File: src/hw/rtl/adse_pkg.sv
`timescale 1ns / 1ps
`default_nettype none

package adse_pkg;

    // value format shared by every result field
    localparam int VAL_W = 40;
    localparam logic signed [63:0] VAL_MAX = 64'sd549755813887;
    localparam logic signed [63:0] VAL_MIN = -64'sd549755813888;

    // register widths
    localparam int SLOPE_W  = 20;
    localparam int FACTOR_W = 23;
    localparam int OFFSET_W = 11;
    localparam int ALPHA_W  = 16;

    // configuration port
    localparam int CFG_IDX_W  = 8;
    localparam int CFG_DATA_W = 32;
    localparam logic [CFG_IDX_W-1:0] REG_SLOPE  = 8'd0;
    localparam logic [CFG_IDX_W-1:0] REG_FACTOR = 8'd1;
    localparam logic [CFG_IDX_W-1:0] REG_OFFSET = 8'd2;
    localparam logic [CFG_IDX_W-1:0] REG_ALPHA  = 8'd3;

    localparam logic [SLOPE_W-1:0]         SLOPE_RST  = 20'd65536;
    localparam logic [FACTOR_W-1:0]        FACTOR_RST = 23'd65536;
    localparam logic signed [OFFSET_W-1:0] OFFSET_RST = 11'sd0;
    localparam logic [ALPHA_W-1:0]         ALPHA_RST  = 16'd6554;

    // zero slope means unity gain, zero alpha means about 0.001
    localparam logic [SLOPE_W-1:0] SLOPE_ONE   = 20'd65536;
    localparam logic [ALPHA_W-1:0] ALPHA_FLOOR = 16'd66;

    // default parameter values
    localparam int DEF_FRACTION_BITS = 8;
    localparam int DEF_SAMPLE_BITS   = 12;

    // smoothing datapath
    localparam int COEF_W = 17;
    localparam logic [COEF_W-1:0] ONE_Q16 = 17'd65536;
    localparam int DIFF_W = VAL_W + 1;
    localparam int PROD_W = COEF_W + 1 + DIFF_W;

    // divider: quotient bits and radix-2 steps per cycle
    localparam int DIV_W    = 64;
    localparam int DIV_STEP = 8;

    typedef enum logic [3:0] {
        ST_IDLE,
        ST_SEED,
        ST_MUL1,
        ST_AVG1,
        ST_MUL2,
        ST_AVG2,
        ST_MUL3,
        ST_NUM,
        ST_DIV,
        ST_OUT
    } back_state_t;

    typedef struct packed {
        logic              start;
        logic [DIV_W-1:0]  dividend;
        logic [COEF_W-1:0] divisor;
    } div_req_t;

    typedef struct packed {
        logic             done;
        logic [DIV_W-1:0] quotient;
    } div_rsp_t;

    // clamp to the signed 40-bit range
    function automatic logic signed [VAL_W-1:0] sat40(input logic signed [63:0] v);
        logic signed [63:0] c;
        c = v;
        if (v > VAL_MAX) begin
            c = VAL_MAX;
        end else if (v < VAL_MIN) begin
            c = VAL_MIN;
        end
        return c[VAL_W-1:0];
    endfunction

    // divide by 2^16, round to nearest, ties away from zero
    function automatic logic signed [63:0] rnd_q16(input logic signed [63:0] num);
        logic        neg;
        logic [63:0] mag;
        logic [63:0] q;
        neg = num[63];
        mag = neg ? 64'(-num) : 64'(num);
        q   = (mag + 64'd32768) >> 16;
        return neg ? -$signed(q) : $signed(q);
    endfunction

endpackage

`default_nettype wire

File: src/hw/rtl/adse_front.sv
`timescale 1ns / 1ps
`default_nettype none

// calibration pipeline: gain, factor, rounding and offset
module adse_front #(
    parameter int FRACTION_BITS = adse_pkg::DEF_FRACTION_BITS,
    parameter int SAMPLE_BITS   = adse_pkg::DEF_SAMPLE_BITS
) (
    input  wire logic                                   aclk,
    input  wire logic                                   aresetn,
    input  wire logic [adse_pkg::SLOPE_W-1:0]           slope_q16,
    input  wire logic [adse_pkg::FACTOR_W-1:0]          factor_q16,
    input  wire logic signed [adse_pkg::OFFSET_W-1:0]   offset_mv,
    input  wire logic                                   s_valid,
    output logic                                        s_ready,
    input  wire logic [SAMPLE_BITS-1:0]                 s_sample_mv,
    output logic                                        cal_valid,
    input  wire logic                                   cal_ready,
    output logic signed [adse_pkg::VAL_W-1:0]           cal_data
);
    import adse_pkg::*;

    localparam int P1W   = SLOPE_W + SAMPLE_BITS;
    localparam int P2W   = P1W + FACTOR_W;
    localparam int SHIFT = 32 - FRACTION_BITS;
    localparam logic [P2W:0] RND_HALF = {{P2W{1'b0}}, 1'b1} << (SHIFT - 1);

    logic                    v1_reg, v2_reg, v3_reg;
    logic [P1W-1:0]          p1_reg;
    logic [P2W-1:0]          p2_reg;
    logic signed [VAL_W-1:0] cal_reg;

    logic                    ready1, ready2, ready3;
    logic [SLOPE_W-1:0]      slope_eff;
    logic [P1W-1:0]          p1_next;
    logic [P2W-1:0]          p2_next;
    logic [P2W:0]            rnd_sum;
    logic [P2W:0]            rnd_q;
    logic signed [63:0]      rnd_ext;
    logic signed [63:0]      off_ext;
    logic signed [VAL_W-1:0] cal_next;

    assign ready3 = !v3_reg || cal_ready;
    assign ready2 = !v2_reg || ready3;
    assign ready1 = !v1_reg || ready2;
    assign s_ready = ready1;

    assign slope_eff = (slope_q16 == '0) ? SLOPE_ONE : slope_q16;
    assign p1_next   = P1W'(slope_eff) * P1W'(s_sample_mv);
    assign p2_next   = P2W'(p1_reg) * P2W'(factor_q16);

    // round half up, then add the offset scaled to the fraction
    assign rnd_sum  = {1'b0, p2_reg} + RND_HALF;
    assign rnd_q    = rnd_sum >> SHIFT;
    assign rnd_ext  = $signed(64'(rnd_q));
    assign off_ext  = 64'(offset_mv) <<< FRACTION_BITS;
    assign cal_next = sat40(rnd_ext + off_ext);

    always_ff @(posedge aclk) begin
        if (!aresetn) begin
            v1_reg <= 1'b0;
            v2_reg <= 1'b0;
            v3_reg <= 1'b0;
        end else begin
            if (ready1) begin
                v1_reg <= s_valid;
            end
            if (ready2) begin
                v2_reg <= v1_reg;
            end
            if (ready3) begin
                v3_reg <= v2_reg;
            end
        end
    end

    always_ff @(posedge aclk) begin
        if (ready1) begin
            p1_reg <= p1_next;
        end
        if (ready2) begin
            p2_reg <= p2_next;
        end
        if (ready3) begin
            cal_reg <= cal_next;
        end
    end

    assign cal_valid = v3_reg;
    assign cal_data  = cal_reg;

endmodule

`default_nettype wire

File: config.mk
export PLATFORM = sky130hd
export DESIGN_NAME = adse_front
export DESIGN_NICKNAME = d
export VERILOG_FILES = /design/src/hw/rtl/adse_pkg.sv /design/src/hw/rtl/adse_front.sv
export SDC_FILE = /design/constraint.sdc
export NUM_CORES = 2
export LEC_CHECK = 0
export ABC_CLOCK_PERIOD_IN_PS = 9250
export BUFFER_PORTS_ARGS = -buffer_cell sky130_fd_sc_hd__buf_4
export CORE_MARGIN = 3
export CORE_UTILIZATION = 66
export DETAILED_ROUTE_END_ITERATION = 12
export PLACE_DENSITY_LB_ADDON = 0.15
export SLEW_MARGIN = 20
export SYNTH_ARGS = -nofsm -noshare
export SYNTH_HDL_FRONTEND = slang
export SYNTH_SLANG_ARGS = --single-unit
File: constraint.sdc
create_clock -name aclk -period 9.25 [get_ports aclk]
set_input_delay 1.85 -clock aclk [delete_from_list [all_inputs] [get_ports aclk]]
set_output_delay 1.85 -clock aclk [all_outputs]
set_load 0.01 [all_outputs]
Yosys cells after proc, flatten, opt, wreduce, memory -nomap -nowiden
Index checks and enable logic that the tools add are counted.

Register bits after elaboration: 130. Input port bits: 70.

$add $sub $neg: 2. Multiply operators: 2. $lt $le $gt $ge: 2. Multiplexer cells: 2. Reductions and logical operators: 7.

Operator list (number): $add 55x24->56 const B (1); $mul 32x23->55 (1); $gt 34x40->1 const B (1); $lt 34x40->1 const B (1); $mux 40 (1); $add 33x19->34 (1); $mul 20x12->32 (1); $logic_not 20->1 (1); $mux 20 (1); $logic_not 1->1 (3); $logic_or 1x1->1 (3).

Depth between registers and ports, before layout
Depth in word-level cells: 4. Gate-level depth with buffers: 26. Depth with buffers taken out: 24.

Worst setup path before layout
OpenSTA, ideal clock, no wires.

Path type: input port to flip-flop. From: in factor_q16[8] (netlist bit). To: reg p2_reg[48] (data pin). Arrival time: 7855 ps. Slack: 1122 ps. Stages on the path: 23. Path buffers: 2. Cell sequence: clkbuf_1 > nand2_1 > fa_1 > fa_1 > inv_1 > fa_1 > fa_1 > fa_1 > fa_1 > inv_1 > fa_1 > inv_1 > ha_1 > buf_6 > a21o_1 > a21o_1 > a21oi_2 > o2111ai_1 > or4_4 > a31oi_4 > o21a_4 > mux2i_1 > o2111ai_1.

Word-level cells in the longest chain between the ends: 1.

RTL lines: start: declaration (RTL line adse_front.sv:12) `input wire logic [adse_pkg::FACTOR_W-1:0] factor_q16,`; $mul 32x23->55 (RTL line adse_front.sv:50) `assign p2_next = P2W'(p1_reg) * P2W'(factor_q16);`; via p2_next[48] (RTL line adse_front.sv:36) `logic [P2W-1:0] p2_next;`; end signal: assignment (RTL line adse_front.sv:82) `p2_reg <= p2_next;`; end: declaration (RTL line adse_front.sv:30) `logic [P2W-1:0] p2_reg;`.

The timed path passes the listed nets, and every way through them passes these cells. A chain may end at the register's enable or synchronous reset.

Final worst setup path
From: in factor_q16[14] (netlist bit). To: reg p2_reg[48] (data pin).

Same word-level chain as after synthesis.

==> impl_metrics.yaml <==
sta:
  rsz0062_at_grt: "no"
  fin_tns_setup_ns: 0
  hold_viol_final: 0
  fin_skew_ns: 0.0123
  fmax_mhz: 116
  slew_violations: 0
  fin_crit_ns: 8.64
  max-slew-margin-rel: 0.200
  post-route-period-util: 0.934
  finalSetupViolCount: 0
  worst_pin_slew_ns: 1.20
hold_path:
  hp-class: "flop to flop"
clock_network:
  clock_latency_ns: 0.40
  cts_setup_buffers: 0
  cts_resized: 0
  htree_levels: 3
  clock-sinks: 102
  cts_buffer_depth: 2
  cts.reportedPaths.clkPinSlew_ns: 0.08
  cts_buffers: 9
  cts-root-buf: "clkbuf_16"
  cts_tree: "built"
  cts_hold_buf: 0
synth:
  synthDistinctLibCells: 68
  postSynthAreaPerCell_um2: 9.17
  postSynthCellCount: 3834
  synth_top_area_frac: 0.459
  yosys-top-cells-area: "fa_1, ha_1, inv_1"
  async_reset_ff_frac: 0
  synth_common_cells: "inv_1, fa_1, nand2_1, and2_1, ha_1"
  yosysWarnings: 0
  synth_top_cell_by_area: "fa_1"
  synth_edf_count: 99
  syn_nets: 4985
  synth.most_common_cell: "inv_1"
  syn_area_um2: 35200
  synth_ff_type: "edfxtp_1"
  yosysSeqAreaShare: 0.0862
  synth_seq_cells: 102
floorplanning:
  fp-row-count: 83
  dieWidth_um: 237
  start_util: 0.676
  ios: 112
  die_y_um: 237
  coreArea_um2: 52000
  die-area_um2: 56100
setup_path:
  end_kind: "flop"
  r2r_setup_slack_ns: 1.26
  critPathKind: "input port to flop"
  cp.arrival_ns: 8.77
  crit_fanout: 32
  cp-start-kind: "input port"
  required_ns: 9.39
placed_design:
  gp_congestion: 0.908
  dp_hpwl_mm: 62.8
  port_buffers: 111
global_route:
  grt_util_all_layers: 0.305
  grt_antenna_before_repair: 1
  grt_first_pass_wirelength_mm: 136
  grt_pass1_vias: 26800
  grt_max_degree: 36
  grt_overflow_total: 0
cells_and_area:
  layout-area-overhead-vs-synth_pct: 4.00
  nets: 4935
  final_util: 0.703
  largest_reg_flops: 35
  drive_gt1_frac: 0.0443
  n_fill_cell: 4075
routing:
  vias: 25500
  drt-vias-per-instance: 5.70
  drtIter0Drc: 1711
  drt_pass1_iterations: 6
  wirelength_mm: 81.7
  drc_errors: 0
  ant_nets: 0
  routedWlPerCell_um: 18.3
run_status:
  status: "finished clean"
job:
  cap_violations: 0
==> cell families after synthesis <==
family,after synthesis,share of synthesized area
buffers and inverters,1081,0.117
multiplexers,2,0.000569
AO/OA/AOI/OAI,246,0.0467
XOR/XNOR,110,0.0274
adder cells (fa/ha/maj),1081,0.557
AND/OR/NAND/NOR,1212,0.166
flip-flops,102,0.0862
==> critical path: stages <==
cell and delay, ns:
buf_4 0.37, nand2_1 0.15, fa_1 0.57, inv_1 0.06
fa_1 0.50, inv_1 0.06, fa_1 0.54, inv_1 0.05
fa_1 0.50, fa_1 0.43, fa_1 0.49, inv_1 0.05
fa_1 0.47, inv_1 0.04, ha_1 0.32, a211oi_1 0.25
nor2_1 0.07, a31oi_1 0.48, a21oi_1 0.18, or4_4 0.57
a31oi_4 0.24, o21a_4 0.18, mux2i_1 0.18, o2111ai_1 0.12
==> per-stage QoR <==
stage / setup WS [ns] / cell area, µm² / hold WS, ns / std cells
3_5_place_dp: 0.285 / 36200 / 0.508 / 4449
4_1_cts: 0.680 / 36500 / 0.526 / 4465
3_3_place_gp: 0.358 / 36200 / 0.495 / 4449
2_1_floorplan: 1.12 / 35200 / 0.459 / 3834
6_report: 0.613 / 36600 / 0.520 / 4470
5_1_grt: 0.430 / 36600 / 0.542 / 4470
==> cell usage in the layout (no fill, tap or decap), drive strengths merged, types with 36 or more instances in the layout <==
cell type / synthesis / final
ha: 274 / 274
edfxtp: 99 / 99
buf: 14 / 131
nand3: 36 / 36
o21ai: 42 / 42
inv: 889 / 892
nor2: 61 / 61
fa: 807 / 807
a21o: 36 / 36
a21oi: 79 / 79
and2: 396 / 396
nand2: 627 / 627
xnor2: 81 / 81
==> per-layer routing <==
metal	vias up	GRT usage	wire length (µm)
li1	11200	-	-
met1	13000	0.407	31800
met2	1055	0.503	40100
met3	212	0.0516	6370
met4	0	0.120	3410
met5	-	0	0
==> area by class of cell <==
| cell class | instances | area (µm²) | area share |
|---|---|---|---|
| clock inverters | 7 | 66.3 | 0.00181 |
| well taps | 680 | 851 | 0.0233 |
| diodes | 1 | 2.50 | 0.0000684 |
| clock buffers | 9 | 225 | 0.00616 |
| multi-input cells | 2651 | 28100 | 0.767 |
| flip-flops and latches | 102 | 3030 | 0.0829 |
| inverters | 889 | 3340 | 0.0912 |
| repair buffers | 131 | 1010 | 0.0277 |
==> worst paths after layout <==
path | depth (start not counted) | end | from
hold / removal | 2 | v2_reg | v1_reg
setup reg to reg | 23 | p2_reg[48] | p1_reg[6]
setup / recovery | 24 | p2_reg[48] | factor_q16[14]
hold reg to reg | 2 | v2_reg | v1_reg
Power is not shown: default switching activity piles up to over one toggle a cycle in this logic, so the estimate is an artifact.
