`config.mk`:
```
export PLATFORM = sky130hd
export DESIGN_NAME = adse_div
export DESIGN_NICKNAME = d
export VERILOG_FILES = /design/src/hw/rtl/adse_pkg.sv /design/src/hw/rtl/adse_div.sv
export SDC_FILE = /design/constraint.sdc
export NUM_CORES = 1
export LEC_CHECK = 0
export ABC_AREA = 0
export BUFFER_PORTS_ARGS = -buffer_cell sky130_fd_sc_hd__buf_2
export CAP_MARGIN = 10
export CORE_MARGIN = 1.5
export CORE_UTILIZATION = 40
export DETAILED_ROUTE_END_ITERATION = 6
export PLACE_DENSITY = 0.62
export SYNTH_ARGS = -nofsm -noshare
export SYNTH_HDL_FRONTEND = slang
export SYNTH_SLANG_ARGS = --single-unit
```
`constraint.sdc`:
```
create_clock -name aclk -period 67.1 [get_ports aclk]
set_input_delay 6.71 -clock aclk [delete_from_list [all_inputs] [get_ports aclk]]
set_output_delay 6.71 -clock aclk [all_outputs]
set_load 0.02 [all_outputs]
```
`src/hw/rtl/adse_pkg.sv`:
```
`timescale 1ns / 1ps
`default_nettype none

package adse_pkg;

    // value format shared by every result field
    localparam int VAL_W = 40;
    localparam logic signed [63:0] VAL_MAX = 64'sd549755813887;
    localparam logic signed [63:0] VAL_MIN = -64'sd549755813888;

    // register widths
    localparam int SLOPE_W  = 20;
    localparam int FACTOR_W = 23;
    localparam int OFFSET_W = 11;
    localparam int ALPHA_W  = 16;

    // configuration port
    localparam int CFG_IDX_W  = 8;
    localparam int CFG_DATA_W = 32;
    localparam logic [CFG_IDX_W-1:0] REG_SLOPE  = 8'd0;
    localparam logic [CFG_IDX_W-1:0] REG_FACTOR = 8'd1;
    localparam logic [CFG_IDX_W-1:0] REG_OFFSET = 8'd2;
    localparam logic [CFG_IDX_W-1:0] REG_ALPHA  = 8'd3;

    localparam logic [SLOPE_W-1:0]         SLOPE_RST  = 20'd65536;
    localparam logic [FACTOR_W-1:0]        FACTOR_RST = 23'd65536;
    localparam logic signed [OFFSET_W-1:0] OFFSET_RST = 11'sd0;
    localparam logic [ALPHA_W-1:0]         ALPHA_RST  = 16'd6554;

    // zero slope means unity gain, zero alpha means about 0.001
    localparam logic [SLOPE_W-1:0] SLOPE_ONE   = 20'd65536;
    localparam logic [ALPHA_W-1:0] ALPHA_FLOOR = 16'd66;

    // default parameter values
    localparam int DEF_FRACTION_BITS = 8;
    localparam int DEF_SAMPLE_BITS   = 12;

    // smoothing datapath
    localparam int COEF_W = 17;
    localparam logic [COEF_W-1:0] ONE_Q16 = 17'd65536;
    localparam int DIFF_W = VAL_W + 1;
    localparam int PROD_W = COEF_W + 1 + DIFF_W;

    // divider: quotient bits and radix-2 steps per cycle
    localparam int DIV_W    = 64;
    localparam int DIV_STEP = 8;

    typedef enum logic [3:0] {
        ST_IDLE,
        ST_SEED,
        ST_MUL1,
        ST_AVG1,
        ST_MUL2,
        ST_AVG2,
        ST_MUL3,
        ST_NUM,
        ST_DIV,
        ST_OUT
    } back_state_t;

    typedef struct packed {
        logic              start;
        logic [DIV_W-1:0]  dividend;
        logic [COEF_W-1:0] divisor;
    } div_req_t;

    typedef struct packed {
        logic             done;
        logic [DIV_W-1:0] quotient;
    } div_rsp_t;

    // clamp to the signed 40-bit range
    function automatic logic signed [VAL_W-1:0] sat40(input logic signed [63:0] v);
        logic signed [63:0] c;
        c = v;
        if (v > VAL_MAX) begin
            c = VAL_MAX;
        end else if (v < VAL_MIN) begin
            c = VAL_MIN;
        end
        return c[VAL_W-1:0];
    endfunction

    // divide by 2^16, round to nearest, ties away from zero
    function automatic logic signed [63:0] rnd_q16(input logic signed [63:0] num);
        logic        neg;
        logic [63:0] mag;
        logic [63:0] q;
        neg = num[63];
        mag = neg ? 64'(-num) : 64'(num);
        q   = (mag + 64'd32768) >> 16;
        return neg ? -$signed(q) : $signed(q);
    endfunction

endpackage

`default_nettype wire

```
`src/hw/rtl/adse_div.sv`:
```
`timescale 1ns / 1ps
`default_nettype none

// unsigned restoring divider, several quotient bits per cycle
module adse_div (
    input  wire logic               aclk,
    input  wire logic               aresetn,
    input  wire adse_pkg::div_req_t req,
    output adse_pkg::div_rsp_t      rsp
);
    import adse_pkg::*;

    localparam int ITER  = DIV_W / DIV_STEP;
    localparam int CNT_W = (ITER > 1) ? $clog2(ITER) : 1;
    localparam logic [CNT_W-1:0] CNT_LAST = CNT_W'(ITER - 1);

    logic              busy_reg, done_reg;
    logic [CNT_W-1:0]  cnt_reg;
    logic [COEF_W-1:0] den_reg;
    logic [COEF_W-1:0] rem_reg, rem_next;
    logic [DIV_W-1:0]  quo_reg, quo_next;
    logic [COEF_W:0]   part;

    always_comb begin
        rem_next = rem_reg;
        quo_next = quo_reg;
        part     = '0;
        for (int i = 0; i < DIV_STEP; i++) begin
            part     = {rem_next, quo_next[DIV_W-1]};
            quo_next = {quo_next[DIV_W-2:0], 1'b0};
            if (part >= {1'b0, den_reg}) begin
                rem_next    = COEF_W'(part - {1'b0, den_reg});
                quo_next[0] = 1'b1;
            end else begin
                rem_next = part[COEF_W-1:0];
            end
        end
    end

    always_ff @(posedge aclk) begin
        if (!aresetn) begin
            busy_reg <= 1'b0;
            done_reg <= 1'b0;
            cnt_reg  <= '0;
        end else begin
            done_reg <= busy_reg && (cnt_reg == CNT_LAST);
            if (req.start) begin
                busy_reg <= 1'b1;
                cnt_reg  <= '0;
            end else if (busy_reg) begin
                cnt_reg <= cnt_reg + 1'b1;
                if (cnt_reg == CNT_LAST) begin
                    busy_reg <= 1'b0;
                end
            end
        end
    end

    always_ff @(posedge aclk) begin
        if (req.start) begin
            den_reg <= req.divisor;
            rem_reg <= '0;
            quo_reg <= req.dividend;
        end else if (busy_reg) begin
            rem_reg <= rem_next;
            quo_reg <= quo_next;
        end
    end

    assign rsp.done     = done_reg;
    assign rsp.quotient = quo_reg;

endmodule

`default_nettype wire

```
## Yosys cells after proc, flatten, opt, wreduce, memory -nomap -nowiden

Index checks and enable logic that the tools add are counted.

- Reduce and logical (&&, ||, !) cells: 3
- Add/subtract/negate cells: 9
- Equality and inequality tests: 1
- $lt $le $gt $ge: 8
- Mux-type cells: 21
- Bitwise gates (word level): 1

Operator list:

| kind | number |
|---|---|
| 18-bit by 17-bit >= comparator with 1-bit output | 8 |
| 17-bit 2-to-1 mux | 8 |
| 17-bit subtractor | 8 |
| 64-bit 2-to-1 mux | 2 |
| 1-bit 2-to-1 mux | 11 |
| 3-bit by 1-bit adder with 3-bit output, second input constant | 1 |
| 3-bit equality test, second input constant | 1 |
| 2-bit nonzero test | 1 |
| 2-bit OR reduction | 1 |
| 1-bit logical AND | 1 |
| 1-bit inverter | 1 |

- Input bits: 84
- Output and inout port bits: 65
- Register bits: 103
- Logic and storage cells: 49

## Depth between registers and ports, before layout

- Word-level depth: 18
- Mapped depth: 109
- Mapped depth without buffers: 98

## Worst setup path before layout

No wires, ideal clock.

- Kind: register -> register
- From: register den_reg[1]
- To: register quo_reg[0], data pin
- Library setup time: 0.260 ns
- Cell stages (with the launch flop): 101
- Setup slack: 45.652 ns
- Data arrival time: 21.188 ns
- Data required time: 66.840 ns
- Buffers on the path: 15
- Cell sequence: edfxtp_1 > inv_1 > fa_1 > a211oi_2 > o21ai_2 > a221oi_2 > a21oi_2 > buf_6 > clkbuf_1 > mux2_2 > ha_1 > clkbuf_1 > and4_1 > a31oi_1 > o221ai_1 > a31oi_1 > nand2_1 > buf_2 > [... 65 more ...] > a21oi_1 > fa_1 > a21o_1 > a21oi_1 > o21ai_0 > a21oi_1 > o21ai_0 > a21oi_1 > o21ai_0 > a2111oi_0 > o311ai_0 > a21o_1 > o21a_1 > a31o_1 > a211o_1 > buf_6 > buf_6 > mux2_2

- Word-level cells in the longest chain between the ends: 18
- Elaborated cells on any way between the ends: 25
- Those cells by class: 7 x add/sub; 8 x order compare; 10 x mux

Ends and longest elaborated chain:

| what | RTL line | source |
|---|---|---|
| start: declaration | adse_div.sv:19 | `logic [COEF_W-1:0] den_reg;` |
| start signal: assignment | adse_div.sv:61 | `den_reg <= req.divisor;` |
| 17-bit subtractor / 18-bit by 17-bit >= comparator with 1-bit output (equally long branches) | adse_div.sv:32, adse_div.sv:31 |  |
| 17-bit 2-to-1 mux | adse_div.sv:31 | `if (part >= {1'b0, den_reg}) begin` |
| 17-bit subtractor / 18-bit by 17-bit >= comparator with 1-bit output (equally long branches) | adse_div.sv:32, adse_div.sv:31 |  |
| 17-bit 2-to-1 mux | adse_div.sv:31 |  |
| 17-bit subtractor / 18-bit by 17-bit >= comparator with 1-bit output (equally long branches) | adse_div.sv:32, adse_div.sv:31 |  |
| 17-bit 2-to-1 mux | adse_div.sv:31 |  |
| 17-bit subtractor / 18-bit by 17-bit >= comparator with 1-bit output (equally long branches) | adse_div.sv:32, adse_div.sv:31 |  |
| 17-bit 2-to-1 mux | adse_div.sv:31 |  |
| [... 2 more ...] | - |  |
| 17-bit subtractor / 18-bit by 17-bit >= comparator with 1-bit output (equally long branches) | adse_div.sv:32, adse_div.sv:31 |  |
| 17-bit 2-to-1 mux | adse_div.sv:31 |  |
| 17-bit subtractor / 18-bit by 17-bit >= comparator with 1-bit output (equally long branches) | adse_div.sv:32, adse_div.sv:31 |  |
| 17-bit 2-to-1 mux | adse_div.sv:31 |  |
| 18-bit by 17-bit >= comparator with 1-bit output (*) | adse_div.sv:31 |  |
| 1-bit 2-to-1 mux (*) | adse_div.sv:31 |  |
| 64-bit 2-to-1 mux (*) | adse_div.sv:64 | `end else if (busy_reg) begin` |
| 64-bit 2-to-1 mux (*) | adse_div.sv:60 | `if (req.start) begin` |
| end signal: assignment | adse_div.sv:63 | `quo_reg <= req.dividend;` |
| end signal: assignment | adse_div.sv:66 | `quo_reg <= quo_next;` |
| end: declaration | adse_div.sv:21 | `logic [DIV_W-1:0] quo_reg, quo_next;` |

Every way passes the cells marked *; elsewhere a longest branch is shown, timed or not. The select of a mux whose other input is x is not followed.
A chain may end at the register's enable or synchronous reset.

## Worst setup path in the final report

- From: register den_reg[10]
- To: register rem_reg[1]

- Word-level cells in the longest chain between the ends: 16
- Elaborated cells on any way between the ends: 24
- Those cells by class: 8 x add/sub; 8 x order compare; 8 x mux

Ends and longest elaborated chain:

| what | RTL line | source |
|---|---|---|
| 17-bit subtractor / 18-bit by 17-bit >= comparator with 1-bit output (equally long branches) | adse_div.sv:32, adse_div.sv:31 |  |
| 17-bit 2-to-1 mux | adse_div.sv:31 |  |
| 17-bit subtractor / 18-bit by 17-bit >= comparator with 1-bit output (equally long branches) | adse_div.sv:32, adse_div.sv:31 |  |
| 17-bit 2-to-1 mux | adse_div.sv:31 |  |
| 17-bit subtractor / 18-bit by 17-bit >= comparator with 1-bit output (equally long branches) | adse_div.sv:32, adse_div.sv:31 |  |
| 17-bit 2-to-1 mux | adse_div.sv:31 |  |
| 17-bit subtractor / 18-bit by 17-bit >= comparator with 1-bit output (equally long branches) | adse_div.sv:32, adse_div.sv:31 |  |
| 17-bit 2-to-1 mux | adse_div.sv:31 |  |
| 17-bit subtractor / 18-bit by 17-bit >= comparator with 1-bit output (equally long branches) | adse_div.sv:32, adse_div.sv:31 |  |
| 17-bit 2-to-1 mux | adse_div.sv:31 |  |
| 17-bit subtractor / 18-bit by 17-bit >= comparator with 1-bit output (equally long branches) | adse_div.sv:32, adse_div.sv:31 |  |
| 17-bit 2-to-1 mux | adse_div.sv:31 |  |
| 17-bit subtractor / 18-bit by 17-bit >= comparator with 1-bit output (equally long branches) | adse_div.sv:32, adse_div.sv:31 |  |
| 17-bit 2-to-1 mux | adse_div.sv:31 |  |
| 18-bit by 17-bit >= comparator with 1-bit output / 17-bit subtractor (equally long branches) | adse_div.sv:31, adse_div.sv:32 |  |
| 17-bit 2-to-1 mux (*) | adse_div.sv:31 |  |
| end signal: assignment | adse_div.sv:65 | `rem_reg <= rem_next;` |
| end: declaration | adse_div.sv:20 | `logic [COEF_W-1:0] rem_reg, rem_next;` |

Every way passes the cells marked *; elsewhere a longest branch is shown, timed or not.

==> impl_metrics.yaml <==
cts:
  clkSinkCount: 103
  cts_made_buffers: 9
  cts_tree: "built"
  clock_path_buffers: 2
  clkTransAtPathRegs_ps: 80
  ctsResizeCount: 0
  post-cts-setup-buffers: 0
  clk_latency_ps: 360
  htree_levels: 3
  postCtsHoldBufs: 0
  root_buffer: "clkbuf_16"
timing:
  rsz0062_at_grt: "no"
  fin_crit_sh: 0.370
  hold_viol: 0
  max_slew_margin: 0.262
  fin_tns_setup_ps: 0
  clock.fmax_mhz: 40.2
  period_minus_slack_ps: 24860
  setup_violations: 0
  slew_violations: 0
  finalClockSkew_ps: 10.9
  worst_pin_slew_ps: 1110
routing:
  vias: 11000
  wl_per_cell_microns: 19.8
  routed_wl_microns: 37300
  ant_nets: 0
  drt_iter0_drc: 821
  route.detailed.drc: 0
  viasPerCell: 5.82
  dr.pass1.iters: 5
synth:
  syn_inst: 1352
  yosys.area.top_type: "edfxtp_1"
  synth_warnings: 0
  syn_avg_cell_area_sq_um: 9.12
  yosysTopAreaCellShare: 0.197
  synth.net_count: 1582
  synth.distinct_cells: 89
  synth_ff_type: "edfxtp_1"
  synth.area.top_cells: "edfxtp_1 20%, ha_1 14%, mux2_2 12%"
  netlist_area_sq_um: 12300
  async_flop_share: 0
  yosysSeqAreaShare: 0.233
  ys_seq_elements: 103
  synth_edf_count: 81
global_route:
  grt_pass1_vias: 10600
  antenna_found_initial: 1
  grt_pass1_wl_microns: 57400
  grt-ovfl-total: 0
  gr-usage-all-layers: 0.236
  grt_max_degree: 65
hold_path:
  whs_path_depth: 2
  hold-path-endpoint: "rem_reg[14]$_SDFFE_PP0P_"
  hp-start: "rem_reg[14]$_SDFFE_PP0P_"
  min_path_type: "flop to flop"
critical_path:
  max_stage_delay_ps: 850
  start_kind: "flop"
  rr_worst_depth: 90
  r2r_start: "den_reg[10]$_DFFE_PP_"
  end_kind: "flop"
  slowest_stage: "a21oi_2"
  cp_max_fo: 31
  reg2reg_to: "rem_reg[1]$_SDFFE_PP0P_"
  required_ps: 67350
  worstPathArrival_ps: 25100
  r2r_slack_ps: 42240
  crit_type: "flop to flop"
final_layout:
  drive_gt1_frac: 0.234
  mostFrequentLayoutCell: "buf_2"
  nNetsFinal: 1711
  synthToLayoutAreaGrowth_pct: 11.5
  final_cell_mix: "147 x buf_2, 138 x ha_1, 127 x mux2_2"
  largest_reg_flops: 64
  insertedDiodeCount: 0
place:
  io_buffers: 148
  place_congestion: 0.901
  dp_hpwl_microns: 29400
die:
  die_h_microns: 179
  rows: 64
  io-pin-count: 149
  start_util: 0.405
  die_area_sq_um: 31900
  die_w_microns: 179
  core_sq_um: 30400
outcome:
  status: "completed"
flow_run:
  maxCapViolCount: 0
synthesized netlist by cell type (all sizes together) (6+ instances only):
cell type  count
a21o          39
mux2         130
or3           10
nand4         23
dfxtp         22
nor2          96
nand3         24
nand2         79
o21bai        11
nor3          28
and2          10
nor4           8
inv           84
mux2i         47
buf           24
a21oi         94
o21ai         75
nor2b         17
o21a          15
a31oi         11
a21boi         8
a2111oi       11
edfxtp        81
o211ai        10
clkbuf        16
fa             8
and3           9
ha           138
and4           6
xnor2         75
o41ai          6
nand2b        16
a211oi        20
xor2          29
per-layer routing:
layer  track usage  routed length (microns)  up-vias
met5             0                        0        -
met4         0.109                     1620        0
met3        0.0443                     2550       79
met2         0.385                    16800      433
met1         0.300                    16300     5100
li1              -                        -     5350
kinds of logic (layout without fill, tap and decap cells):
kind of cell               Yosys count  count (layout)  share of synthesized area
AOI/OAI and AO/OA                  351             351                      0.195
muxes                              177             177                      0.158
DFF                                103             103                      0.233
adders and majority gates          146             146                      0.153
and+or+nand+nor                    347             347                      0.144
buffers and inverters              124             258                     0.0426
xor gates and xnor gates           104             104                     0.0739
metrics by stage:
stage | hold WS, ps | util | area [sq um] | std cells | setup WS (ps)
floorplan | 465 | - | 12300 | 1352 | 45650
global placement | 479 | 0.442 | 13400 | 1866 | 43180
detailed placement | 496 | 0.442 | 13400 | 1866 | 42660
CTS | 515 | 0.452 | 13700 | 1882 | 42520
global route | 526 | 0.452 | 13700 | 1882 | 39950
finish | 508 | 0.452 | 13700 | 1882 | 42240
critical path: cells and delay by family, from the launching register on:
kind / cells / cell delay (ps)
AO/OA/AOI/OAI: 51 / 13290
adder cells (fa/ha/maj): 8 / 2930
buffers and inverters: 6 / 1700
flip-flops: 1 / 360
multiplexers: 5 / 1490
AND/OR/NAND/NOR: 20 / 4870
worst max-delay path by stage:
stage	start	end	slack, ps	cells after the start
final	den_reg[10]$_DFFE_PP_	rem_reg[1]$_SDFFE_PP0P_	42240	90
after global routing	den_reg[1]$_DFFE_PP_	rem_reg[1]$_SDFFE_PP0P_	39950	90
after CTS	den_reg[1]$_DFFE_PP_	rem_reg[1]$_SDFFE_PP0P_	42520	90
after detailed placement	den_reg[1]$_DFFE_PP_	rem_reg[1]$_SDFFE_PP0P_	42660	90
after global placement	den_reg[1]$_DFFE_PP_	rem_reg[1]$_SDFFE_PP0P_	43180	90
after floorplan	den_reg[1]$_DFFE_PP_	quo_reg[0]$_DFFE_PP_	45650	100
layout make-up:
| type | count | area [sq um] |
|---|---|---|
| clock buffer | 9 | 225 |
| tap | 396 | 495 |
| multi-input combinational | 1125 | 8940 |
| fill | 3011 | 16700 |
| timing repair buffer | 158 | 818 |
| inverter | 84 | 315 |
| clock inverter | 7 | 80.1 |
| sequential | 103 | 2870 |
Power is not shown: default switching activity piles up to over one toggle a cycle in this logic, so the estimate is an artifact.
