**config.mk**
```make
export PLATFORM = sky130hd
export DESIGN_NAME = adse_queue
export DESIGN_NICKNAME = d
export VERILOG_FILES = /design/src/hw/rtl/adse_pkg.sv /design/src/hw/rtl/adse_queue.sv
export SDC_FILE = /design/constraint.sdc
export NUM_CORES = 1
export LEC_CHECK = 0
export BUFFER_PORTS_ARGS = -buffer_cell sky130_fd_sc_hd__buf_2
export CAP_MARGIN = 5
export CORE_MARGIN = 3
export CORE_UTILIZATION = 54
export CTS_BUF_LIST = sky130_fd_sc_hd__clkbuf_8
export DETAILED_ROUTE_END_ITERATION = 10
export GPL_TIMING_DRIVEN = 1
export HOLD_SLACK_MARGIN = 0.05
export PLACE_DENSITY = 0.82
export SYNTH_ARGS = -nofsm -noshare
export SYNTH_HDL_FRONTEND = slang
export SYNTH_SLANG_ARGS = --single-unit
```
**constraint.sdc**
```tcl
create_clock -name aclk -period 2.5 [get_ports aclk]
set_input_delay 0.125 -clock aclk [delete_from_list [all_inputs] [get_ports aclk]]
set_output_delay 0.125 -clock aclk [all_outputs]
set_load 0.01 [all_outputs]
```
**src/hw/rtl/adse_pkg.sv**
```systemverilog
`timescale 1ns / 1ps
`default_nettype none

package adse_pkg;

    // value format shared by every result field
    localparam int VAL_W = 40;
    localparam logic signed [63:0] VAL_MAX = 64'sd549755813887;
    localparam logic signed [63:0] VAL_MIN = -64'sd549755813888;

    // register widths
    localparam int SLOPE_W  = 20;
    localparam int FACTOR_W = 23;
    localparam int OFFSET_W = 11;
    localparam int ALPHA_W  = 16;

    // configuration port
    localparam int CFG_IDX_W  = 8;
    localparam int CFG_DATA_W = 32;
    localparam logic [CFG_IDX_W-1:0] REG_SLOPE  = 8'd0;
    localparam logic [CFG_IDX_W-1:0] REG_FACTOR = 8'd1;
    localparam logic [CFG_IDX_W-1:0] REG_OFFSET = 8'd2;
    localparam logic [CFG_IDX_W-1:0] REG_ALPHA  = 8'd3;

    localparam logic [SLOPE_W-1:0]         SLOPE_RST  = 20'd65536;
    localparam logic [FACTOR_W-1:0]        FACTOR_RST = 23'd65536;
    localparam logic signed [OFFSET_W-1:0] OFFSET_RST = 11'sd0;
    localparam logic [ALPHA_W-1:0]         ALPHA_RST  = 16'd6554;

    // zero slope means unity gain, zero alpha means about 0.001
    localparam logic [SLOPE_W-1:0] SLOPE_ONE   = 20'd65536;
    localparam logic [ALPHA_W-1:0] ALPHA_FLOOR = 16'd66;

    // default parameter values
    localparam int DEF_FRACTION_BITS = 8;
    localparam int DEF_SAMPLE_BITS   = 12;

    // smoothing datapath
    localparam int COEF_W = 17;
    localparam logic [COEF_W-1:0] ONE_Q16 = 17'd65536;
    localparam int DIFF_W = VAL_W + 1;
    localparam int PROD_W = COEF_W + 1 + DIFF_W;

    // divider: quotient bits and radix-2 steps per cycle
    localparam int DIV_W    = 64;
    localparam int DIV_STEP = 8;

    typedef enum logic [3:0] {
        ST_IDLE,
        ST_SEED,
        ST_MUL1,
        ST_AVG1,
        ST_MUL2,
        ST_AVG2,
        ST_MUL3,
        ST_NUM,
        ST_DIV,
        ST_OUT
    } back_state_t;

    typedef struct packed {
        logic              start;
        logic [DIV_W-1:0]  dividend;
        logic [COEF_W-1:0] divisor;
    } div_req_t;

    typedef struct packed {
        logic             done;
        logic [DIV_W-1:0] quotient;
    } div_rsp_t;

    // clamp to the signed 40-bit range
    function automatic logic signed [VAL_W-1:0] sat40(input logic signed [63:0] v);
        logic signed [63:0] c;
        c = v;
        if (v > VAL_MAX) begin
            c = VAL_MAX;
        end else if (v < VAL_MIN) begin
            c = VAL_MIN;
        end
        return c[VAL_W-1:0];
    endfunction

    // divide by 2^16, round to nearest, ties away from zero
    function automatic logic signed [63:0] rnd_q16(input logic signed [63:0] num);
        logic        neg;
        logic [63:0] mag;
        logic [63:0] q;
        neg = num[63];
        mag = neg ? 64'(-num) : 64'(num);
        q   = (mag + 64'd32768) >> 16;
        return neg ? -$signed(q) : $signed(q);
    endfunction

endpackage

`default_nettype wire

```
**src/hw/rtl/adse_queue.sv**
```systemverilog
`timescale 1ns / 1ps
`default_nettype none

// two-entry queue of calibrated values
module adse_queue (
    input  wire logic                         aclk,
    input  wire logic                         aresetn,
    input  wire logic                         in_valid,
    output logic                              in_ready,
    input  wire logic signed [adse_pkg::VAL_W-1:0] in_data,
    output logic                              out_valid,
    input  wire logic                         out_ready,
    output logic signed [adse_pkg::VAL_W-1:0] out_data
);
    import adse_pkg::*;

    localparam int DEPTH = 2;

    logic signed [VAL_W-1:0] mem [DEPTH];
    logic                    wr_ptr_reg, rd_ptr_reg;
    logic [1:0]              count_reg;
    logic                    push, pop;

    assign in_ready  = (count_reg != 2'(DEPTH));
    assign out_valid = (count_reg != 2'd0);
    assign push      = in_valid && in_ready;
    assign pop       = out_valid && out_ready;
    assign out_data  = mem[rd_ptr_reg];

    always_ff @(posedge aclk) begin
        if (!aresetn) begin
            wr_ptr_reg <= 1'b0;
            rd_ptr_reg <= 1'b0;
            count_reg  <= 2'd0;
        end else begin
            if (push) begin
                wr_ptr_reg <= !wr_ptr_reg;
            end
            if (pop) begin
                rd_ptr_reg <= !rd_ptr_reg;
            end
            if (push && !pop) begin
                count_reg <= count_reg + 2'd1;
            end else if (pop && !push) begin
                count_reg <= count_reg - 2'd1;
            end
        end
    end

    always_ff @(posedge aclk) begin
        if (push) begin
            mem[wr_ptr_reg] <= in_data;
        end
    end

endmodule

`default_nettype wire

```
# Yosys cells after proc, flatten, opt, wreduce, memory -nomap -nowiden
# Memories as Yosys holds them, arrays and structs flattened. A register that Yosys moved wholly into a read port is not among the register bits.
# Index checks and enable logic that the tools add are counted.
# totals
ff_bits	4
ramBits	80
output_inout_bits	42
elab_cells	23
mem_count	1
# memory_table
name	words	word_bits	rd	rd_clocked_by_memory_dff	write_ports	line	rtl
mem	2	40	1	1	1	adse_queue.sv:19	logic signed [VAL_W-1:0] mem [DEPTH];
# classes
add_sub_neg	2
n_eq_ne	1
n_mux	6
n_reduce_logical	10
# op_table
operator	count
$logic_and 1x1->1	4
$logic_not 1->1	4
$mux 1	4
$mux 2	2
$reduce_bool 2->1	2
$add 2x1->2 const B	1
$ne 2x2->1 const B	1
$sub 2x1->2 const B	1

# Logic depth before layout (Yosys ltp)
# Gate-level depths: netlist of the first run.
# depth
depth_word	6
depth_mapped	6
mapped_depth_nobuf	6

# Worst setup path after synthesis of the first run
# OpenSTA, ideal clock, no wires.
# synth_timing
path_type	register to register
startpoint	register count_reg[0]
endpoint	memory mem[1][0], enable pin
setup_ps	401
t_arrival_ps	1588
path_slack_ps	510
stages_incl_launch_ff	3
path_buffers	0
period_less_slack_ps	1990
cell_sequence	dfxtp_1 nand2b_4 and3_1
# synth_via
elab_chain_cells	4
# synth_lines
element	line	rtl
start, declared	adse_queue.sv:21	logic [1:0] count_reg;
start signal, assigned	adse_queue.sv:43	count_reg <= count_reg + 2'd1;
start signal, assigned	adse_queue.sv:45	count_reg <= count_reg - 2'd1;
$ne 2x2->1	adse_queue.sv:24	assign in_ready = (count_reg != 2'(DEPTH));
via in_ready	adse_queue.sv:9	output logic in_ready,
$logic_and 1x1->1	adse_queue.sv:26	assign push = in_valid && in_ready;
$mux 1	adse_queue.sv:51	if (push) begin
$mux 1 (implied by the code)	adse_queue.sv:52	mem[wr_ptr_reg] <= in_data;
end, declared	adse_queue.sv:19	
# The timed path passes the listed nets, and every way through them passes these cells.

==> flow_metrics.py, run 1 <==
metrics = {
    "outcome": {
        "status": "finished, final reports clean",
    },
    "global_routing": {
        "grt_antenna_before_repair": 0,
        "grt_max_degree": 41,
        "grt_util_all_layers_pct": 17.42,
        "overflow": 0,
        "grt_pass1_wl_mm": 8.376,
        "grt_pass1_vias": 1798,
    },
    "clocking": {
        "ctsHtreeMaxLevel": 3,
        "post_cts_buffers": 0,
        "clk_latency_ps": 330,
        "clk_pin_slew_ps": 80,
        "clock-sinks": 85,
        "cts_resized": 0,
        "cts_tree": "yes",
        "clockRootBuffer": "clkbuf_8",
        "cts_buffers": 9,
        "clockBufferDepth": 2,
    },
    "drt": {
        "detail-route-antenna-nets": 0,
        "routed_wl_mm": 5.661,
        "drtIter0Drc": 57,
        "drc": 0,
        "vias": 1786,
        "dr.pass1.iters": 4,
        "via_per_inst": 4.934,
        "wl_per_cell_um": 15.64,
    },
    "sta": {
        "fin_crit_sh_pct": 77.16,
        "fin_crit_ps": 1929,
        "maxSlewViolCount": 0,
        "fin_tns_setup_ps": 0,
        "slew_headroom_pct": 62.96,
        "rsz0062_at_grt": "false",
        "finalSetupViolCount": 0,
        "clock_skew_ps": 7.130,
        "max_freq_mhz": 518.4,
        "worst_pin_slew_ps": 555.6,
        "final-hold-violation-count": 0,
    },
    "floorplanning": {
        "die_area_mm2": 0.006717,
        "core_mm2": 0.005540,
        "ios": 86,
        "num_rows": 27,
        "die_x_um": 81.96,
        "die_h_um": 81.96,
        "initial_core_util_pct": 56.23,
    },
    "synthesis": {
        "synth_seq_cells": 85,
        "yosys.area_share.simple_pct": 2.088,
        "synthMuxAreaShare_pct": 14.46,
        "yosysSeqAreaShare_pct": 80.32,
        "synth_cells": 148,
        "synth_top_family_by_area": "multiplexers",
        "avgSynthCellArea_um2": 21.05,
        "synth_nets": 193,
        "syn_area_mm2": 0.003115,
        "synth_fa_ha_area_share_pct": 0.4016,
        "synth_compound_area_share_pct": 1.124,
        "ys_types": 19,
        "ys_warn_count": 0,
        "synth_xor_area_share_pct": 0.8434,
    },
    "critical_path": {
        "crit_buf_inv": 2,
        "startpoint_type": "register",
        "crit_chain": "buf_4 > mux2_2 > buf_2",
        "critPathKind": "reg2out",
        "cp-end-kind": "output port",
        "cp_max_fo": 24,
        "cp_slowest_cell": "dfxtp_2",
        "cp.arrival_ps": 1800,
        "crit_family": "flip-flops",
        "cp_slowest_stage_delay_ps": 690,
        "critPathRequiredTime_ps": 2380,
        "path_depth": 3,
        "rr_worst_depth": 3,
    },
    "cells_and_area": {
        "drive_gt1_share_pct": 51.03,
        "final_cell_mix": "buf_2 (85), edfxtp_1 (80), dlygate4sd3_1 (41)",
        "largest_register_ffs": 80,
        "layout.nets": 330,
        "fill_cells": 314,
        "num_antenna_cells": 0,
        "final_common_cell": "buf_2",
        "synthToLayoutAreaGrowth_pct": 36.67,
    },
    "placement": {
        "hpwlAfterDp_mm": 3.513,
        "routabilityCongestion": 0.6598,
        "port_buffers": 85,
    },
    "pwr": {
        "finalPower_mw": 3.771,
        "internal-power_mw": 2.754,
        "p_per_area_mw_per_mm2": 885.7,
        "p_leak_nw": 1.620,
        "p_switching_mw": 1.017,
        "sw_frac_of_total_pct": 26.96,
        "combinationalPowerShare_pct": 25.8,
        "pwr-share-clk_pct": 24.1,
        "vdd_drop_max_uv": 775.1,
        "pwr-share-seq_pct": 50.1,
    },
    "job": {
        "maxCapViolations": 0,
    },
    "hold_path": {
        "hold-path-cell-count": 3,
        "hold_path_class": "in2reg",
    },
}
power groups by stage:
stage | sequential, mW | clock, mW | combinational, mW
3_5_place_dp | 1.92 | 0 | 0.927
4_1_cts | 1.89 | 0.931 | 0.984
6_report | 1.89 | 0.909 | 0.974
3_3_place_gp | 1.91 | 0 | 0.915
5_1_grt | 1.91 | 0.995 | 1.05
2_1_floorplan | 1.86 | 0 | 0.630
synthesized netlist by cell type (all sizes together):
master	instances	area, µm²
edfxtp	80	2402
inv	1	3.750
nand3b	1	7.510
and3	1	6.260
ha	1	12.51
xnor2	2	17.52
mux2	40	450.4
nand2b	1	13.76
or2	1	6.260
a21boi	2	15.02
buf	4	20.02
or3	1	6.260
o21ai	2	10.00
xor2	1	8.760
and2	4	25.02
a21bo	1	10.01
dfxtp	5	100.1
layer usage:
layer  up-vias  track usage, %  part of all wire (%)
met5         -               0                     0
met4         0           8.306                   1.9
met3        13           4.496                   5.6
met2        56           31.99                    55
met1       868           18.41                    38
li1        849               -                     -
cell families after synthesis:
kind of cell | Yosys count
AOI/OAI and AO/OA | 5
xor gates and xnor gates | 3
adders and majority gates | 1
buffers and inverters | 5
DFF | 85
muxes | 40
and+or+nand+nor | 9
cell type report:
cell class              count  area (µm²)  area share (%)
flip-flops and latches     85        2504           58.80
repair buffers            130       878.3           20.63
multi-input cells          58       590.6           13.87
clock buffers               9       123.9           2.909
well taps                  72       90.09           2.116
clock inverters             7       67.56           1.587
inverters                   1       3.754         0.08816
tightest hold or removal path, delay by kind of cell:
family                 cells  cell delay [ps]
buffers and inverters      1              110
AOI/OAI and AO/OA          2              190
path summary, 6_finish.rpt:
| kind | from | slack, ps | to |
|---|---|---|---|
| max | register | 570 | out_data[37] |
| min | in_valid | 140 | wr_ptr_reg |
| max reg2reg | count_reg[0] | 850 | mem[1][32] |
| min reg2reg | count_reg[1] | 570 | count_reg[1] |
timing repair:
item,CTS,global route
hold endpoints to repair,83,0
endpoints found under the setup margin,0,0
hold buffers,41,0
stage by stage:
stage / instances / hold slack (ps) / setup slack (ps) / area (µm²) / utilization, %
final: 362 / 143.7 / 570.9 / 4258 / 76.85
after global routing: 362 / 159.2 / 466.8 / 4258 / 76.85
after global placement: 305 / 314.9 / 904.2 / 3656 / 65.99
after CTS: 362 / 120.0 / 522.0 / 4258 / 76.85
after detailed placement: 305 / 316.3 / 860.7 / 3656 / 65.99
after floorplan: 148 / 223.9 / 510.4 / 3115 / -
(Power assumes the default switching activity.)
==> run 2: changes to the inputs <==
ABC_AREA = 1   (was default)
clock period = 2 ns   (was 2.5 ns; I/O delays follow)
==> flow_metrics.py, run 2 <==
metrics = {
    "outcome": {
        "status": "finished, final reports clean",
    },
    "synthesis": {
        "avgSynthCellArea_um2": 19.51,
        "synth_nets": 206,
        "synth_flop_cell": "edfxtp_1",
        "synth_edf_count": 80,
        "synth_seq_cells": 85,
        "synth_cells": 161,
        "yosysSeqAreaShare_pct": 79.68,
        "ys_types": 15,
        "synth.area.top_cells": "edfxtp_1 (76%), mux2_2 (14%), dfxtp_1 (3.2%)",
        "synth_largest_area_cell": "edfxtp_1",
        "syn_area_mm2": 0.003141,
        "synth_top_area_share_pct": 76.49,
        "synth.top_cells.by_count": "edfxtp_1 (80), mux2_2 (40), nand2_1 (8), nor2_1 (8), inv_1 (7)",
        "ys_warn_count": 0,
        "yosys.cell_count.top_type": "edfxtp_1",
        "synthArstFlopShare_pct": 0,
    },
    "floorplanning": {
        "core_mm2": 0.005574,
        "initial_core_util_pct": 56.34,
        "die_area_mm2": 0.006767,
        "die_h_um": 82.26,
        "num_rows": 27,
        "ios": 86,
        "die_x_um": 82.26,
    },
    "sta": {
        "slew_headroom_pct": 76.71,
        "final-hold-violation-count": 0,
        "clock_skew_ps": 8.088,
        "rsz0062_at_grt": "false",
        "fin_crit_sh_pct": 81.29,
        "finalSetupViolCount": 0,
        "maxSlewViolCount": 0,
        "max_freq_mhz": 615.1,
        "worst_pin_slew_ps": 349.3,
        "fin_crit_ps": 1626,
    },
    "critical_path": {
        "cp_slowest_stage_delay_ps": 400,
        "crit_family": "buffers and inverters",
        "crit_chain": "buf_4 > mux2_2 > buf_2",
        "startpoint_type": "register",
        "cp-end-kind": "output port",
        "crit_buf_inv": 2,
        "cp_max_fo": 26,
        "critPathRequiredTime_ps": 1900,
        "cp.arrival_ps": 1530,
        "cp_slowest_cell": "mux2_2",
        "critPathKind": "reg2out",
    },
    "placement": {
        "port_buffers": 85,
        "placed_cell_area_mm2": 0.003672,
        "routabilityCongestion": 0.7179,
        "hpwlAfterDp_mm": 3.534,
        "place_inst": 320,
    },
    "clocking": {
        "cts_buffers": 9,
        "cts_resized": 0,
        "clk_latency_ps": 330,
        "cts_tree": "yes",
        "ctsHtreeMaxLevel": 3,
        "clockRootBuffer": "clkbuf_8",
        "clockBufferDepth": 2,
        "clk_pin_slew_ps": 70,
        "clock-sinks": 85,
    },
    "drt": {
        "routed_wl_mm": 5.755,
        "via_per_inst": 4.833,
        "vias": 1822,
        "drc": 0,
        "drtIter0Drc": 95,
        "dr.pass1.iters": 4,
        "detail-route-antenna-nets": 0,
        "wl_per_cell_um": 15.27,
    },
    "cells_and_area": {
        "final_cell_mix": "buf_2 (85), edfxtp_1 (80), dlygate4sd3_1 (41)",
        "largest_register_ffs": 80,
        "synthToLayoutAreaGrowth_pct": 35.42,
        "num_antenna_cells": 0,
        "stdcell_count": 377,
        "final_common_cell": "buf_2",
        "stdcell_area_mm2": 0.004253,
        "fill_cells": 348,
        "drive_gt1_share_pct": 48.85,
        "layout.nets": 345,
    },
    "job": {
        "maxCapViolations": 0,
    },
    "global_routing": {
        "grt_util_all_layers_pct": 18.74,
        "grt_antenna_before_repair": 0,
        "grt_max_degree": 27,
        "overflow": 0,
        "grt_pass1_wl_mm": 8.907,
        "grt_pass1_vias": 1890,
    },
    "pwr": {
        "vdd_drop_max_uv": 689.4,
        "p_leak_nw": 1.655,
        "p_per_area_mw_per_mm2": 1071,
    },
    "hold_path": {
        "hold_path_class": "in2reg",
    },
}
-- run 2: final cells by class --
class,instances,area [µm²],area share (%)
Sequential cell,85,2504,58.87
Clock buffer,10,137.6,3.236
Inverter,8,30.03,0.7061
Clock inverter,6,32.53,0.7649
Tap cell,72,90.09,2.118
Timing Repair Buffer,132,880.8,20.71
Multi-Input combinational cell,64,578.1,13.59
-- run 2: kinds of logic (layout without fill, tap and decap cells) --
kind of cell	Yosys count	after routing	synth area share, %
fa+ha+maj	1	1	0.3983
mux	40	40	14.34
compound gates	4	4	0.7171
simple gates	19	19	2.470
buf+inv	12	156	2.390
flops	85	85	79.68
-- run 2: worst reg2reg max path: stages, from the launching register on --
cell     delay, ps
dfxtp_1        340
inv_2          100
nand2_2         60
nand2_1        200
inv_1          100
ha_1           330
inv_1           90
nand3_1         80
nand2_1         60
inv_1           40
nor2_1          80
-- run 2: worst paths after layout --
check	cells after the start	start	slack (ps)	end
max	3	register	370	out_data[38]
min	4	out_ready	220	register
max reg2reg	10	count_reg[0]	480	count_reg[1]
min reg2reg	2	rd_ptr_reg	520	register
-- run 2: timing repair --
| item | 4_1_cts | 5_1_grt |
|---|---|---|
| hold endpoints to repair | 85 | 0 |
| buffers inserted | 0 | 0 |
| hold buffers | 41 | 0 |
-- run 2: power breakdown --
group | switching, mW | internal (mW) | total, mW
registers | 0.0749 | 2.25 | 2.32
clock network | 0.540 | 0.472 | 1.01
logic | 0.648 | 0.573 | 1.22
-- run 2: stage by stage --
| stage | setup WS (ps) | hold WS (ps) | total power [mW] | setup TNS [ps] | util [%] |
|---|---|---|---|---|---|
| after global placement | 595.2 | 288.4 | 3.490 | 0 | 65.88 |
| after global routing | 288.4 | 229.9 | 4.826 | 0 | 76.30 |
| after CTS | 345.8 | 185.1 | 4.597 | 0 | 76.30 |
| after floorplan | -59.81 | 198.9 | 3.106 | -4785 | - |
| after detailed placement | 490.5 | 292.0 | 3.530 | 0 | 65.88 |
| final | 374.2 | 218.8 | 4.557 | 0 | 76.30 |
-- run 2: layer usage --
metal  GRT usage (%)  routed length, µm  up-vias
met5               0                  0        -
met4           7.475                 77        0
met3           4.989                299        8
met2           33.25               3156       58
met1           21.42               2222      866
li1                -                  -      890
